==> src/rtl/i2cblm_pkg.sv <==
// Shared types and constants of the I2C bit-level master.
package i2cblm_pkg;

	typedef enum logic [1:0] {
		CMD_START = 2'd0,
		CMD_STOP  = 2'd1,
		CMD_WRITE = 2'd2,
		CMD_READ  = 2'd3
	} cmd_t;

	localparam int unsigned HALF_W = 16;
	localparam int unsigned STEP_W = 5;
	localparam int unsigned IN_TDATA_W = 16;
	localparam int unsigned OUT_TDATA_W = 16;

	localparam logic [HALF_W-1:0] HALF_PERIOD_RESET = 16'd50;

	localparam logic [STEP_W-1:0] STEPS_SHORT = 5'd4;
	localparam logic [STEP_W-1:0] STEPS_WRITE = 5'd18;
	localparam logic [STEP_W-1:0] STEPS_READ  = 5'd19;
	localparam logic [STEP_W-1:0] READ_ANSWER_STEP = 5'd16;
	localparam logic [STEP_W-1:0] READ_CLOCK_STEP  = 5'd17;

endpackage

==> src/rtl/i2c_bit_level_master_top.sv <==
// I2C bit-level master: command sequencer with one base tick per input beat.
// Each accepted input beat registers its result beat in the output register.
// Throughput: one beat per cycle unless a result beat stalls; the state update
// and line drives form one combinational pass, sequencer to output registers.
// Reset: asynchronous, active low; both lines released, sequencer idle,
// half period 50 ticks, no result beat pending.
module i2c_bit_level_master_top (
	input  logic                                   clk,
	input  logic                                   arst_n,
	input  logic                                   cfg_we,
	input  logic [i2cblm_pkg::HALF_W-1:0]          cfg_wdata,
	input  logic                                   s_axis_tvalid,
	output logic                                   s_axis_tready,
	// cmd_valid, func[1:0], tx_byte[7:0], send_ack, sda_in, zero padding
	input  logic [i2cblm_pkg::IN_TDATA_W-1:0]      s_axis_tdata,
	output logic                                   m_axis_tvalid,
	input  logic                                   m_axis_tready,
	// scl_level, sda_level, ready_res, rx_byte[7:0], rx_done, zero padding
	output logic [i2cblm_pkg::OUT_TDATA_W-1:0]     m_axis_tdata
);

	logic [i2cblm_pkg::HALF_W-1:0] half_q;
	logic                          busy_q;
	logic [i2cblm_pkg::STEP_W-1:0] phase_q;
	logic [i2cblm_pkg::HALF_W-1:0] tick_q;
	i2cblm_pkg::cmd_t              cmd_q;
	logic [7:0]                    shift_q;
	logic                          ack_q;
	logic                          scl_q;
	logic                          sda_q;
	logic [7:0]                    rx_q;
	logic                          out_valid_q;
	logic [i2cblm_pkg::OUT_TDATA_W-1:0] out_data_q;

	logic                          busy_d;
	logic [i2cblm_pkg::STEP_W-1:0] phase_d;
	logic [i2cblm_pkg::HALF_W-1:0] tick_d;
	i2cblm_pkg::cmd_t              cmd_d;
	logic [7:0]                    shift_d;
	logic                          ack_d;
	logic                          scl_d;
	logic                          sda_d;
	logic [7:0]                    rx_d;
	logic                          done_d;

	logic                          in_cmd_valid;
	i2cblm_pkg::cmd_t              in_func;
	logic [7:0]                    in_tx_byte;
	logic                          in_send_ack;
	logic                          in_sda;
	logic                          accept;

	assign in_cmd_valid = s_axis_tdata[0];
	assign in_func      = i2cblm_pkg::cmd_t'(s_axis_tdata[2:1]);
	assign in_tx_byte   = s_axis_tdata[10:3];
	assign in_send_ack  = s_axis_tdata[11];
	assign in_sda       = s_axis_tdata[12];

	assign s_axis_tready = !out_valid_q || m_axis_tready;
	assign accept        = s_axis_tvalid && s_axis_tready;
	assign m_axis_tvalid = out_valid_q;
	assign m_axis_tdata  = out_data_q;

	always_comb begin
		logic [i2cblm_pkg::HALF_W-1:0] hp;
		logic [i2cblm_pkg::HALF_W:0]   tick_inc;
		logic [i2cblm_pkg::STEP_W-1:0] last_step;
		logic                          step_en;
		logic [i2cblm_pkg::STEP_W-1:0] step;
		logic [3:0]                    k;

		busy_d  = busy_q;
		phase_d = phase_q;
		tick_d  = tick_q;
		cmd_d   = cmd_q;
		shift_d = shift_q;
		ack_d   = ack_q;
		scl_d   = scl_q;
		sda_d   = sda_q;
		rx_d    = rx_q;
		done_d  = 1'b0;
		step_en = 1'b0;
		step    = phase_q;
		k       = phase_q[4:1];
		hp       = (half_q == '0) ? i2cblm_pkg::HALF_W'(1) : half_q;
		tick_inc = {1'b0, tick_q} + 17'd1;

		unique case (cmd_q)
			i2cblm_pkg::CMD_WRITE: last_step = i2cblm_pkg::STEPS_WRITE;
			i2cblm_pkg::CMD_READ:  last_step = i2cblm_pkg::STEPS_READ;
			default:               last_step = i2cblm_pkg::STEPS_SHORT;
		endcase

		if (!busy_q) begin
			if (in_cmd_valid) begin
				cmd_d   = in_func;
				ack_d   = in_send_ack;
				shift_d = (in_func == i2cblm_pkg::CMD_WRITE) ? in_tx_byte : 8'd0;
				phase_d = '0;
				tick_d  = '0;
				busy_d  = 1'b1;
				step_en = 1'b1;
				step    = '0;
			end
		end else begin
			tick_d = tick_inc[i2cblm_pkg::HALF_W-1:0];
			if (tick_inc >= {1'b0, hp}) begin
				tick_d  = '0;
				phase_d = phase_q + 5'd1;
				if (phase_d >= last_step) begin
					if (cmd_q == i2cblm_pkg::CMD_WRITE) begin
						scl_d = 1'b0;
					end
					if (cmd_q == i2cblm_pkg::CMD_READ) begin
						sda_d  = 1'b1;
						rx_d   = shift_q;
						done_d = 1'b1;
					end
					phase_d = '0;
					busy_d  = 1'b0;
				end else begin
					step_en = 1'b1;
					step    = phase_d;
				end
			end
		end

		k = step[4:1];
		if (step_en) begin
			unique case (cmd_d)
				i2cblm_pkg::CMD_START: begin
					priority case (step)
						5'd0:    sda_d = 1'b1;
						5'd1:    scl_d = 1'b1;
						5'd2:    sda_d = 1'b0;
						default: scl_d = 1'b0;
					endcase
				end
				i2cblm_pkg::CMD_STOP: begin
					priority case (step)
						5'd0:    scl_d = 1'b0;
						5'd1:    sda_d = 1'b0;
						5'd2:    scl_d = 1'b1;
						default: sda_d = 1'b1;
					endcase
				end
				i2cblm_pkg::CMD_WRITE: begin
					if (!step[0]) begin
						if (k != 4'd0) begin
							scl_d = 1'b0;
						end
						sda_d = (k < 4'd8) ? shift_d[3'd7 - k[2:0]] : 1'b1;
					end else begin
						scl_d = 1'b1;
					end
				end
				default: begin
					if (step < i2cblm_pkg::READ_ANSWER_STEP) begin
						if (!step[0]) begin
							if (step == '0) begin
								sda_d = 1'b1;
							end
							scl_d = 1'b1;
						end else begin
							shift_d = {shift_d[6:0], in_sda};
							scl_d   = 1'b0;
						end
					end else if (step == i2cblm_pkg::READ_ANSWER_STEP) begin
						sda_d = !ack_d;
					end else if (step == i2cblm_pkg::READ_CLOCK_STEP) begin
						scl_d = 1'b1;
					end else begin
						scl_d = 1'b0;
					end
				end
			endcase
		end
	end

	always_ff @(posedge clk or negedge arst_n) begin
		if (!arst_n) begin
			half_q      <= i2cblm_pkg::HALF_PERIOD_RESET;
			busy_q      <= 1'b0;
			phase_q     <= '0;
			tick_q      <= '0;
			cmd_q       <= i2cblm_pkg::CMD_START;
			shift_q     <= '0;
			ack_q       <= 1'b0;
			scl_q       <= 1'b1;
			sda_q       <= 1'b1;
			rx_q        <= '0;
			out_valid_q <= 1'b0;
			out_data_q  <= '0;
		end else begin
			if (cfg_we) begin
				half_q <= cfg_wdata;
			end
			if (accept) begin
				busy_q      <= busy_d;
				phase_q     <= phase_d;
				tick_q      <= tick_d;
				cmd_q       <= cmd_d;
				shift_q     <= shift_d;
				ack_q       <= ack_d;
				scl_q       <= scl_d;
				sda_q       <= sda_d;
				rx_q        <= rx_d;
				out_valid_q <= 1'b1;
				out_data_q  <= {4'd0, done_d, rx_d, !busy_d, sda_d, scl_d};
			end else if (m_axis_tready) begin
				out_valid_q <= 1'b0;
			end
		end
	end

	a_done_idle: assert property (@(posedge clk) disable iff (!arst_n)
		(out_valid_q && out_data_q[11]) |-> out_data_q[2])
		else $error("read completion reported while the sequencer is busy");

	a_idle_clear: assert property (@(posedge clk) disable iff (!arst_n)
		!busy_q |-> (phase_q == '0 && tick_q == '0))
		else $error("idle sequencer holds a stale step or tick count");

	a_short_steps: assert property (@(posedge clk) disable iff (!arst_n)
		(busy_q && (cmd_q == i2cblm_pkg::CMD_START || cmd_q == i2cblm_pkg::CMD_STOP))
		|-> (phase_q < i2cblm_pkg::STEPS_SHORT))
		else $error("start or stop sequence ran past its last step");

	a_beat_status: assert property (@(posedge clk) disable iff (!arst_n)
		accept |=> (out_data_q[2] == !busy_q && out_data_q[0] == scl_q
			&& out_data_q[1] == sda_q))
		else $error("result beat disagrees with the sequencer state");

endmodule
==> config.mk <==
export PLATFORM = sky130hd
export DESIGN_NAME = i2c_bit_level_master_top
export DESIGN_NICKNAME = d
export VERILOG_FILES = /design/src/rtl/i2cblm_pkg.sv /design/src/rtl/i2c_bit_level_master_top.sv
export SDC_FILE = /design/constraint.sdc
export NUM_CORES = 1
export LEC_CHECK = 0
export BUFFER_PORTS_ARGS = -buffer_cell sky130_fd_sc_hd__buf_2
export CELL_PAD_IN_SITES_DETAIL_PLACEMENT = 0
export CELL_PAD_IN_SITES_GLOBAL_PLACEMENT = 1
export CORE_MARGIN = 4
export CORE_UTILIZATION = 30
export CTS_CLUSTER_DIAMETER = 80
export DETAILED_ROUTE_END_ITERATION = 8
export HOLD_SLACK_MARGIN = 0.15
export PLACE_DENSITY = 0.6
export SLEW_MARGIN = 20
export SYNTH_ARGS = -nofsm -noshare
export SYNTH_HDL_FRONTEND = slang
export SYNTH_SLANG_ARGS = --single-unit
==> constraint.sdc <==
create_clock -name clk -period 6.05 [get_ports clk]
set_input_delay 0.605 -clock clk [delete_from_list [all_inputs] [get_ports clk]]
set_output_delay 0.605 -clock clk [all_outputs]
set_load 0.005 [all_outputs]
==> Word level (Yosys, flattened, before mapping) <==
Cells that the tools add are included.
{ "classes": {"mux": 69, "shift": 0, "reduce_logical": 15, "bitwise": 0, "div_mod_pow": 0, "multipliers": 0, "eq_ne": 10, "n_lt_le_gt_ge": 5, "n_addsub": 3} }
{ "op_table": {"columns": ["operator", "n"], "rows": [
  ["8-bit 2-to-1 mux", 11],
  ["16-bit 2-to-1 mux", 4],
  ["1-bit 2-to-1 mux", 37],
  ["5-bit 2-to-1 mux", 7],
  ["16-bit by 1-bit adder with 17-bit output (second input constant)", 1],
  ["17-bit by 16-bit >= comparator with 1-bit output", 1],
  ["16-bit logical NOT", 1],
  ["5-bit equality test (second input constant)", 2],
  ["5-bit one-hot mux with 2 select lines", 1],
  ["2-bit equality test (second input constant)", 4],
  ["1-bit one-hot mux with 2 select lines", 4],
  ["1-bit one-hot mux with 3 select lines", 2],
  ["5-bit by 1-bit adder with 5-bit output (second input constant)", 1],
  ["5-bit by 1-bit equality test with 1-bit output (second input constant)", 1],
  ["5-bit by 2-bit equality test with 1-bit output (second input constant)", 1],
  ["5-bit >= comparator", 1],
  ["5-bit logical NOT", 1],
  ["5-bit less-than comparator (second input constant)", 1],
  ["3-bit by 4-bit less-than comparator with 1-bit output (second input constant)", 1],
  ["4-bit less-than comparator (second input constant)", 1],
  ["2-bit 2-to-1 mux", 2],
  ["2-bit AND reduction", 2],
  ["2-bit nonzero test", 2],
  ["4-bit nonzero test", 1],
  ["other kinds (10)", 12]
]} }
{ "totals": {"memories": 0, "romBits": 0, "latchBits": 0, "elab_cells": 114, "register_bits": 72, "mem_bits_rw": 0, "output_inout_bits": 18} }

==> Logic depth before layout (Yosys ltp) <==
Gate-level depths: netlist (run 1).
{ "depth": {"word_depth": 13, "mapped_depth": 19} }

==> Least setup slack after synthesis (run 1) <==
Ideal clock, no wire load.
{ "synth_path": {"path_type": "flip-flop to flip-flop", "from": "register tick_q[2] (netlist bit)", "to": "register out_data_q (netlist bit m_axis_tdata[1])", "n_path_buf": 2, "arrival_ns": 3.781, "setup_slack_ns": 2.199, "stages_incl_launch_ff": 19, "synth_period_minus_slack_ns": 3.851, "cell_sequence": "dfrtp_1 > buf_2 > and4_4 > and2_4 > and3_1 > nand3_1 > xnor2_1 > ha_1 > nand3_1 > nor2_1 > a221oi_1 > nand4_2 > buf_6 > a31oi_4 > o2bb2ai_1 > mux2_2 > a222oi_1 > o211ai_1 > nand3_1"} }
{ "synth_between": {"elab_chain_len": 11, "word_cells_on_any_way": 28, "classes_between": "2 x add/sub; 3 x order compare; 3 x eq/ne; 18 x mux; 2 x reduce/logical"} }
{ "synth_lines": {"columns": ["item", "line", "text"], "rows": [
  ["start: declaration", "i2c_bit_level_master_top.sv:25", "logic [i2cblm_pkg::HALF_W-1:0] tick_q;"],
  ["start signal: assignment", "i2c_bit_level_master_top.sv:201", "tick_q <= tick_d;"],
  ["16-bit by 1-bit adder with 17-bit output (*)", "i2c_bit_level_master_top.sv:86", "tick_inc = {1'b0, tick_q} + 17'd1;"],
  ["17-bit by 16-bit >= comparator with 1-bit output (*)", "i2c_bit_level_master_top.sv:107", "if (tick_inc >= {1'b0, hp}) begin"],
  ["5-bit 2-to-1 mux", "i2c_bit_level_master_top.sv:107", null],
  ["5-bit 2-to-1 mux", "i2c_bit_level_master_top.sv:94", "if (!busy_q) begin"],
  ["3-bit subtractor", "i2c_bit_level_master_top.sv:152", "sda_d = (k < 4'd8) ? shift_d[3'd7 - k[2:0]] : 1'b1;"],
  ["1-bit binary-select mux with 3-bit select", "i2c_bit_level_master_top.sv:152", null],
  ["1-bit 2-to-1 mux (not written as such)", "i2c_bit_level_master_top.sv:152", null],
  ["1-bit 2-to-1 mux", "i2c_bit_level_master_top.sv:152", null],
  ["1-bit 2-to-1 mux", "i2c_bit_level_master_top.sv:148", "if (!step[0]) begin"],
  ["1-bit one-hot mux with 3 select lines", "i2c_bit_level_master_top.sv:130", "unique case (cmd_d)"],
  ["1-bit 2-to-1 mux (*)", "i2c_bit_level_master_top.sv:129", "if (step_en) begin"],
  ["end signal: assignment", "i2c_bit_level_master_top.sv:209", "out_data_q <= {4'd0, done_d, rx_d, !busy_d, sda_d, scl_d};"],
  ["end: declaration", "i2c_bit_level_master_top.sv:33", "logic [i2cblm_pkg::OUT_TDATA_W-1:0] out_data_q;"]
]} }
Mark *: on every way between the ends. The rest lies on a longest branch, timed or not. The select of a mux whose other input is x is not followed.
A chain may end at the register's enable or synchronous reset.

==> Final worst setup path (run 1) <==
Ends and elaborated chain as after synthesis.

==> results.sh, run 1 <==
export IMPL_placed_cells=667
export IMPL_critPathLaunchType="register"
export IMPL_drtIter0Drc=224
export IMPL_cts_buffers=9
export IMPL_viasPerCell=5.28
export IMPL_cp_data_arrival_time_ns=4.95
export IMPL_num_vias=3599
export IMPL_ff2ff_path_depth=16
export IMPL_critPathSlowestCell="dfrtp_1"
export IMPL_core_area_um2=14000
export IMPL_period_minus_slack_ns=4.68
export IMPL_fmax_mhz=214
export IMPL_hold_violations=0
export IMPL_grt_remaining_overflow=0
export IMPL_grt_antenna_before_repair=0
export IMPL_die_area_um2=16300
export IMPL_max_stage_delay_ns=0.47
export IMPL_cp_max_fo=11
export IMPL_ant_nets=0
export IMPL_grt_usage=0.141
export IMPL_grt_pass1_wl_um=18500
export IMPL_synthFlopType="dfrtp_1"
export IMPL_place_ws_ns=1.38
export IMPL_synth_edf_count=0
export IMPL_seq_area_frac_synth=0.373
export IMPL_slew_violations=0
export IMPL_synthCells=460
export IMPL_synth_async_reset_ratio=1.00
export IMPL_wl_per_cell_um=16.2
export IMPL_status="complete, no violations"
export IMPL_post_route_period_util=0.774
export IMPL_grt_start_max_net_pins=65
export IMPL_gp_congestion=0.852
export IMPL_worstSetupPathType="register to register"
export IMPL_crit_path_frequent_cell="nand3_1"
export IMPL_end_kind="register"
export IMPL_finClkSkew_ns=0.00611
export IMPL_die_h_um=128
export IMPL_p_leak_uw=0.00228
export IMPL_io_pins=55
export IMPL_std_cell_rows=43
export IMPL_crit_cells=16
export IMPL_route_detailed_drc=0
export IMPL_diodes=0
export IMPL_yosysWarnings=0
export IMPL_cts_sinks=64
export IMPL_ctsResizeCount=0
export IMPL_cts_htree_levels=3
export IMPL_hp_class="primary input to async pin"
export IMPL_worst_slack_ns=1.37
export IMPL_post_cts_setup_buffers=0
export IMPL_p_per_area_nw_per_um2=268
export IMPL_synth_cell_types=76
export IMPL_syn_mean_instance_area_um2=9.36
export IMPL_crit_family="compound AO/OA/AOI/OAI gates"
export IMPL_rsz0062_at_grt="no"
export IMPL_cts_root_buf="clkbuf_16"
export IMPL_grt_pass1_vias=3548
export IMPL_holdWs_ns=0.450
export IMPL_nNetsFinal=558
export IMPL_die_x_um=128
export IMPL_area_growth_synth_to_final_pct=15.5
export IMPL_power_uw=1330
export IMPL_clk_path_buf_depth=2
export IMPL_drive_above_1_share=0.225
export IMPL_relSlewSlack=0.426
export IMPL_worst_path_buf_inv=0
export IMPL_fin_cells=682
export IMPL_setup_viol_count_final=0
export IMPL_drt_pass1_iterations=4
export IMPL_clkSlewWorstSetupHoldPaths_ns=0.05
export IMPL_tightest_slew_ns=0.861
export IMPL_crit_chain="and4_4, and2_4, and3_1, nand3_1, xnor2_1, ha_1, nand3_1, nor2_1, a221oi_1, nand4_2, a31oi_4, o2bb2ai_1, mux2_2, a222oi_1, o211ai_1, nand3_1"
export IMPL_numPortBuffers=47
export IMPL_place_hpwl_um=8240
export IMPL_cts_tree="done"
export IMPL_netlist_area_um2=4310
export IMPL_maxCapViolations=0
export IMPL_synth_seq_cells=64
export IMPL_ctsHoldBuffers=0
export IMPL_crit_required_ns=6.32
export IMPL_initial_core_util=0.308
export IMPL_timing_setup_tns_ns=0
export IMPL_ir_worst_vdd_mv=0.131
export IMPL_routed_wl_um=11000
export IMPL_clk_latency_ns=0.34
==> worst reg2reg max path: stages, from the launching register on <==
cell	delay (ns)
dfrtp_1	0.47
and4_4	0.28
and2_4	0.18
and3_1	0.23
nand3_1	0.16
xnor2_1	0.17
ha_1	0.35
nand3_1	0.12
nor2_1	0.07
a221oi_1	0.38
nand4_2	0.44
a31oi_4	0.47
o2bb2ai_1	0.30
mux2_2	0.39
a222oi_1	0.32
o211ai_1	0.17
nand3_1	0.12
==> worst paths after layout <==
check,slack (ns),start,to
worst max-delay path,1.37,tick_q[2]$_DFFE_PN0P_,m_axis_tdata[1]$_DFFE_PN0P_
worst min-delay path,0.45,arst_n,half_q[2]$_DFFE_PN0P_
worst max register to register,1.37,tick_q[2]$_DFFE_PN0P_,m_axis_tdata[1]$_DFFE_PN0P_
worst min register to register,0.48,m_axis_tdata[11]$_DFFE_PN0P_,m_axis_tdata[11]$_DFFE_PN0P_
max in group asynchronous,5.02,arst_n,m_axis_tdata[0]$_DFFE_PN0P_
min in group clk,0.48,m_axis_tdata[11]$_DFFE_PN0P_,m_axis_tdata[11]$_DFFE_PN0P_
==> routing by layer <==
layer | up-vias | global-route usage | part of all wire
li1 | 1772 | - | -
met1 | 1730 | 0.207 | 0.50
met2 | 86 | 0.197 | 0.42
met3 | 11 | 0.0417 | 0.062
met4 | 0 | 0.0468 | 0.015
met5 | - | 0 | 0
==> per-stage QoR <==
stage,util,cell area (um2)
3_5_place_dp,0.334,4680
3_3_place_gp,0.334,4680
5_1_grt,0.355,4970
2_1_floorplan,-,4320
6_report,0.355,4970
4_1_cts,0.355,4960
==> cell families (layout without fill, tap and decap cells) <==
| logic type | after synthesis | in the layout | synth area share |
|---|---|---|---|
| adders and majority gates | 23 | 23 | 0.0668 |
| other | 1 | 4 | 0.000871 |
| buffers and inverters | 55 | 94 | 0.0569 |
| xor gates and xnor gates | 17 | 17 | 0.0346 |
| muxes | 25 | 25 | 0.0674 |
| and+or+nand+nor | 141 | 141 | 0.167 |
| DFF | 64 | 64 | 0.373 |
| AOI/OAI and AO/OA | 134 | 134 | 0.233 |
==> cell usage after synthesis (13+ instances only) <==
cell type | n | share of area
mux2_2 | 15 | 0.039
xnor2_1 | 13 | 0.026
o21ai_0 | 30 | 0.035
nand3_1 | 16 | 0.019
clkbuf_1 | 17 | 0.015
ha_1 | 23 | 0.067
nor2_1 | 23 | 0.020
a21oi_1 | 17 | 0.020
dfrtp_1 | 59 | 0.34
inv_1 | 25 | 0.022
nand2_1 | 49 | 0.043
==> placed cells by master (no fill, tap or decap), drive strengths merged, types with 3 or more instances in the layout <==
master / n
clkbuf: 11
nor4: 6
a221oi: 4
nand2b: 5
clkinv: 3
nand3: 16
dfrtp: 59
inv: 26
nor2: 24
o31ai: 6
nor2b: 5
a21oi: 18
a21o: 4
and2: 3
a22oi: 9
mux2: 20
a31oi: 6
conb: 4
and4: 4
ha: 23
o21ai: 40
nor3: 10
a32o: 8
o41ai: 3
xnor2: 13
dfstp: 5
o22ai: 5
o2bb2ai: 3
buf: 53
a22o: 7
a2111oi: 3
mux2i: 5
and3: 9
xor2: 4
nand4: 5
nand2: 50
==> flip-flops by register name, indices dropped and copies added, names as in the netlist <==
| signal | count |
|---|---|
| m_axis_tdata | 5 |
| half_q | 16 |
| tick_q | 16 |
| rx_q | 7 |
| sda_q | 1 |
| phase_q | 5 |
| busy_q | 1 |
| shift_q | 8 |
| ack_q | 1 |
| cmd_q | 2 |
| m_axis_tvalid | 1 |
| scl_q | 1 |
==> where the power goes <==
part / total [uW] / internal, uW / switching (uW)
Sequential: 525 / 480 / 44.3
Clock: 514 / 325 / 188
Combinational: 296 / 122 / 174
==> cell type report <==
type | instances | area (um2)
clock inverters | 4 | 45.0
well taps | 180 | 225
fillers | 1432 | 9020
clock buffers | 11 | 243
multi-input cells | 344 | 2470
repair buffers | 53 | 280
inverters | 26 | 97.6
flip-flops and latches | 64 | 1610
Power figures use the tool's default switching activity.
==> run 2, diff against run 1 <==
Clock period 6.05 ns to 4.6 ns, I/O delays scaled along.
==> run 2 against run 1 <==
Net effect:
- count of clock-buffer cells in the layout stayed put
- first-iteration DRC count is 14% lower
- maximum frequency is 7.8% higher
- largest power group is now the clock network
- highest routed layer unchanged
==> results.sh, run 2 (synthesis gave the netlist of run 1 again) <==
export IMPL_status="complete, no violations"
export IMPL_grt_start_max_net_pins=38
export IMPL_maxCapViolations=0
export IMPL_grt_antenna_before_repair=0
export IMPL_area_growth_synth_to_final_pct=18.7
export IMPL_grt_usage=0.143
export IMPL_num_vias=3655
export IMPL_ant_nets=0
export IMPL_cts_root_buf="clkbuf_16"
export IMPL_ctsHoldBuffers=0
export IMPL_core_area_um2=14000
export IMPL_finClkSkew_ns=0.00529
export IMPL_post_route_period_util=0.944
export IMPL_numPortBuffers=47
export IMPL_wl_per_cell_um=16.3
export IMPL_timing_setup_tns_ns=0
export IMPL_cts_tree="done"
export IMPL_p_leak_uw=0.00235
export IMPL_clk_latency_ns=0.34
export IMPL_place_hpwl_um=8380
export IMPL_cp_data_arrival_time_ns=4.61
export IMPL_diodes=0
export IMPL_dpl_instance_area_um2=4720
export IMPL_nNetsFinal=566
export IMPL_initial_core_util=0.308
export IMPL_holdWs_ns=0.160
export IMPL_clkSlewWorstSetupHoldPaths_ns=0.06
export IMPL_utilization=0.365
export IMPL_gp_congestion=0.875
export IMPL_routed_wl_um=11300
export IMPL_end_kind="register"
export IMPL_fmax_mhz=230
export IMPL_final_area_um2=5110
export IMPL_cts_buffers=9
export IMPL_io_pins=55
export IMPL_drt_pass1_iterations=5
export IMPL_p_per_area_nw_per_um2=362
export IMPL_cp_max_fo=13
export IMPL_final_common_cell="dfrtp_1"
export IMPL_drive_above_1_share=0.249
export IMPL_drtIter0Drc=192
export IMPL_die_h_um=128
export IMPL_relSlewSlack=0.518
export IMPL_die_area_um2=16300
export IMPL_clk_path_buf_depth=2
export IMPL_crit_chain="and4_4, and2_4, and3_1, nand3_1, xnor2_1, ha_1, nand3_1, nor2_1, a221oi_2, nand4_4, a22oi_2, nor2_2, or4_1, buf_4, mux2_4, o21ai_2"
export IMPL_cts_htree_levels=3
export IMPL_die_x_um=128
export IMPL_crit_path_frequent_cell="nand3_1"
export IMPL_critPathLaunchType="register"
export IMPL_std_cell_rows=43
export IMPL_hold_violations=0
export IMPL_grt_pass1_vias=3623
export IMPL_rsz0062_at_grt="no"
export IMPL_tightest_slew_ns=0.720
export IMPL_reg_top3="half_q (16), tick_q (16), shift_q (8)"
export IMPL_worstSetupPathType="register to register"
export IMPL_ir_worst_vdd_mv=0.164
export IMPL_slew_violations=0
export IMPL_final_cell_mix="dfrtp_1, nand2_1, buf_2, o21ai_0, inv_1"
export IMPL_viasPerCell=5.29
export IMPL_grt_remaining_overflow=0
export IMPL_hp_class="primary input to async pin"
export IMPL_cts_sinks=64
export IMPL_critPathSlowestCell="or4_1"
export IMPL_period_minus_slack_ns=4.34
export IMPL_route_detailed_drc=0
export IMPL_max_stage_delay_ns=0.49
export IMPL_setup_viol_count_final=0
export IMPL_crit_required_ns=4.87
export IMPL_grt_pass1_wl_um=18600
==> run 2: worst paths after layout <==
path                                              start                            to  slack [ns]  depth (start not counted)
min                                              arst_n         half_q[0]$_DFFE_PN0P_        0.16                          1
max reg2reg                       tick_q[3]$_DFFE_PN0P_        shift_q[5]$_DFFE_PN0P_        0.26                         16
min in group clk                           cfg_wdata[8]         half_q[8]$_DFFE_PN0P_        0.34                          3
max                               tick_q[3]$_DFFE_PN0P_        shift_q[5]$_DFFE_PN0P_        0.26                         16
min reg2reg                m_axis_tdata[11]$_DFFE_PN0P_  m_axis_tdata[11]$_DFFE_PN0P_        0.48                          1
max in group asynchronous                        arst_n             scl_q$_DFFE_PN1P_        3.48                          2
==> run 2: area by class of cell <==
type / count / area [um2]
Fill cell: 1439 / 8880
Multi-Input combinational cell: 344 / 2520
Sequential cell: 64 / 1610
Timing Repair Buffer: 61 / 340
Clock buffer: 11 / 243
Tap cell: 180 / 225
Inverter: 26 / 97.6
Clock inverter: 5 / 81.3
==> run 2: critical path: cells and delay by family (launching register included) <==
| kind | cells | cell delay (ns) |
|---|---|---|
| adder cells (fa/ha/maj) | 1 | 0.37 |
| XOR/XNOR | 1 | 0.18 |
| multiplexers | 1 | 0.31 |
| AO/OA/AOI/OAI | 3 | 0.78 |
| flip-flops | 1 | 0.43 |
| AND/OR/NAND/NOR | 9 | 1.98 |
| buffers and inverters | 1 | 0.21 |
==> run 2: routing by layer <==
metal  track usage  vias to the layer above  part of all wire
li1              -                     1787                 -
met1         0.212                     1767              0.51
met2         0.199                       87              0.42
met3        0.0342                       14             0.056
met4        0.0587                        0             0.017
met5             0                        -                 0
==> run 2: repair_timing <==
item / 4_1_cts / 5_1_grt
pin swaps: 0 / 1
hold endpoints to repair: 0 / 0
buffers inserted: 0 / 2
gates resized for setup: 1 / 7
endpoints found under the setup margin: 2 / 12
==> run 2: metrics by stage <==
stage | total power [uW] | setup WS [ns] | instances
after floorplan | 966 | 0.749 | 463
after global placement | 1090 | 0.0523 | 673
after detailed placement | 1100 | -0.0109 | 673
after CTS | 1860 | 0.00253 | 689
after global routing | 1960 | 0.000481 | 691
final | 1850 | 0.256 | 691
==> run 2: report_power, final <==
part	switching [uW]	leakage, uW	internal [uW]
Combinational	238	0.00136	177
Clock	260	0.000156	489
Sequential	54.4	0.000827	632
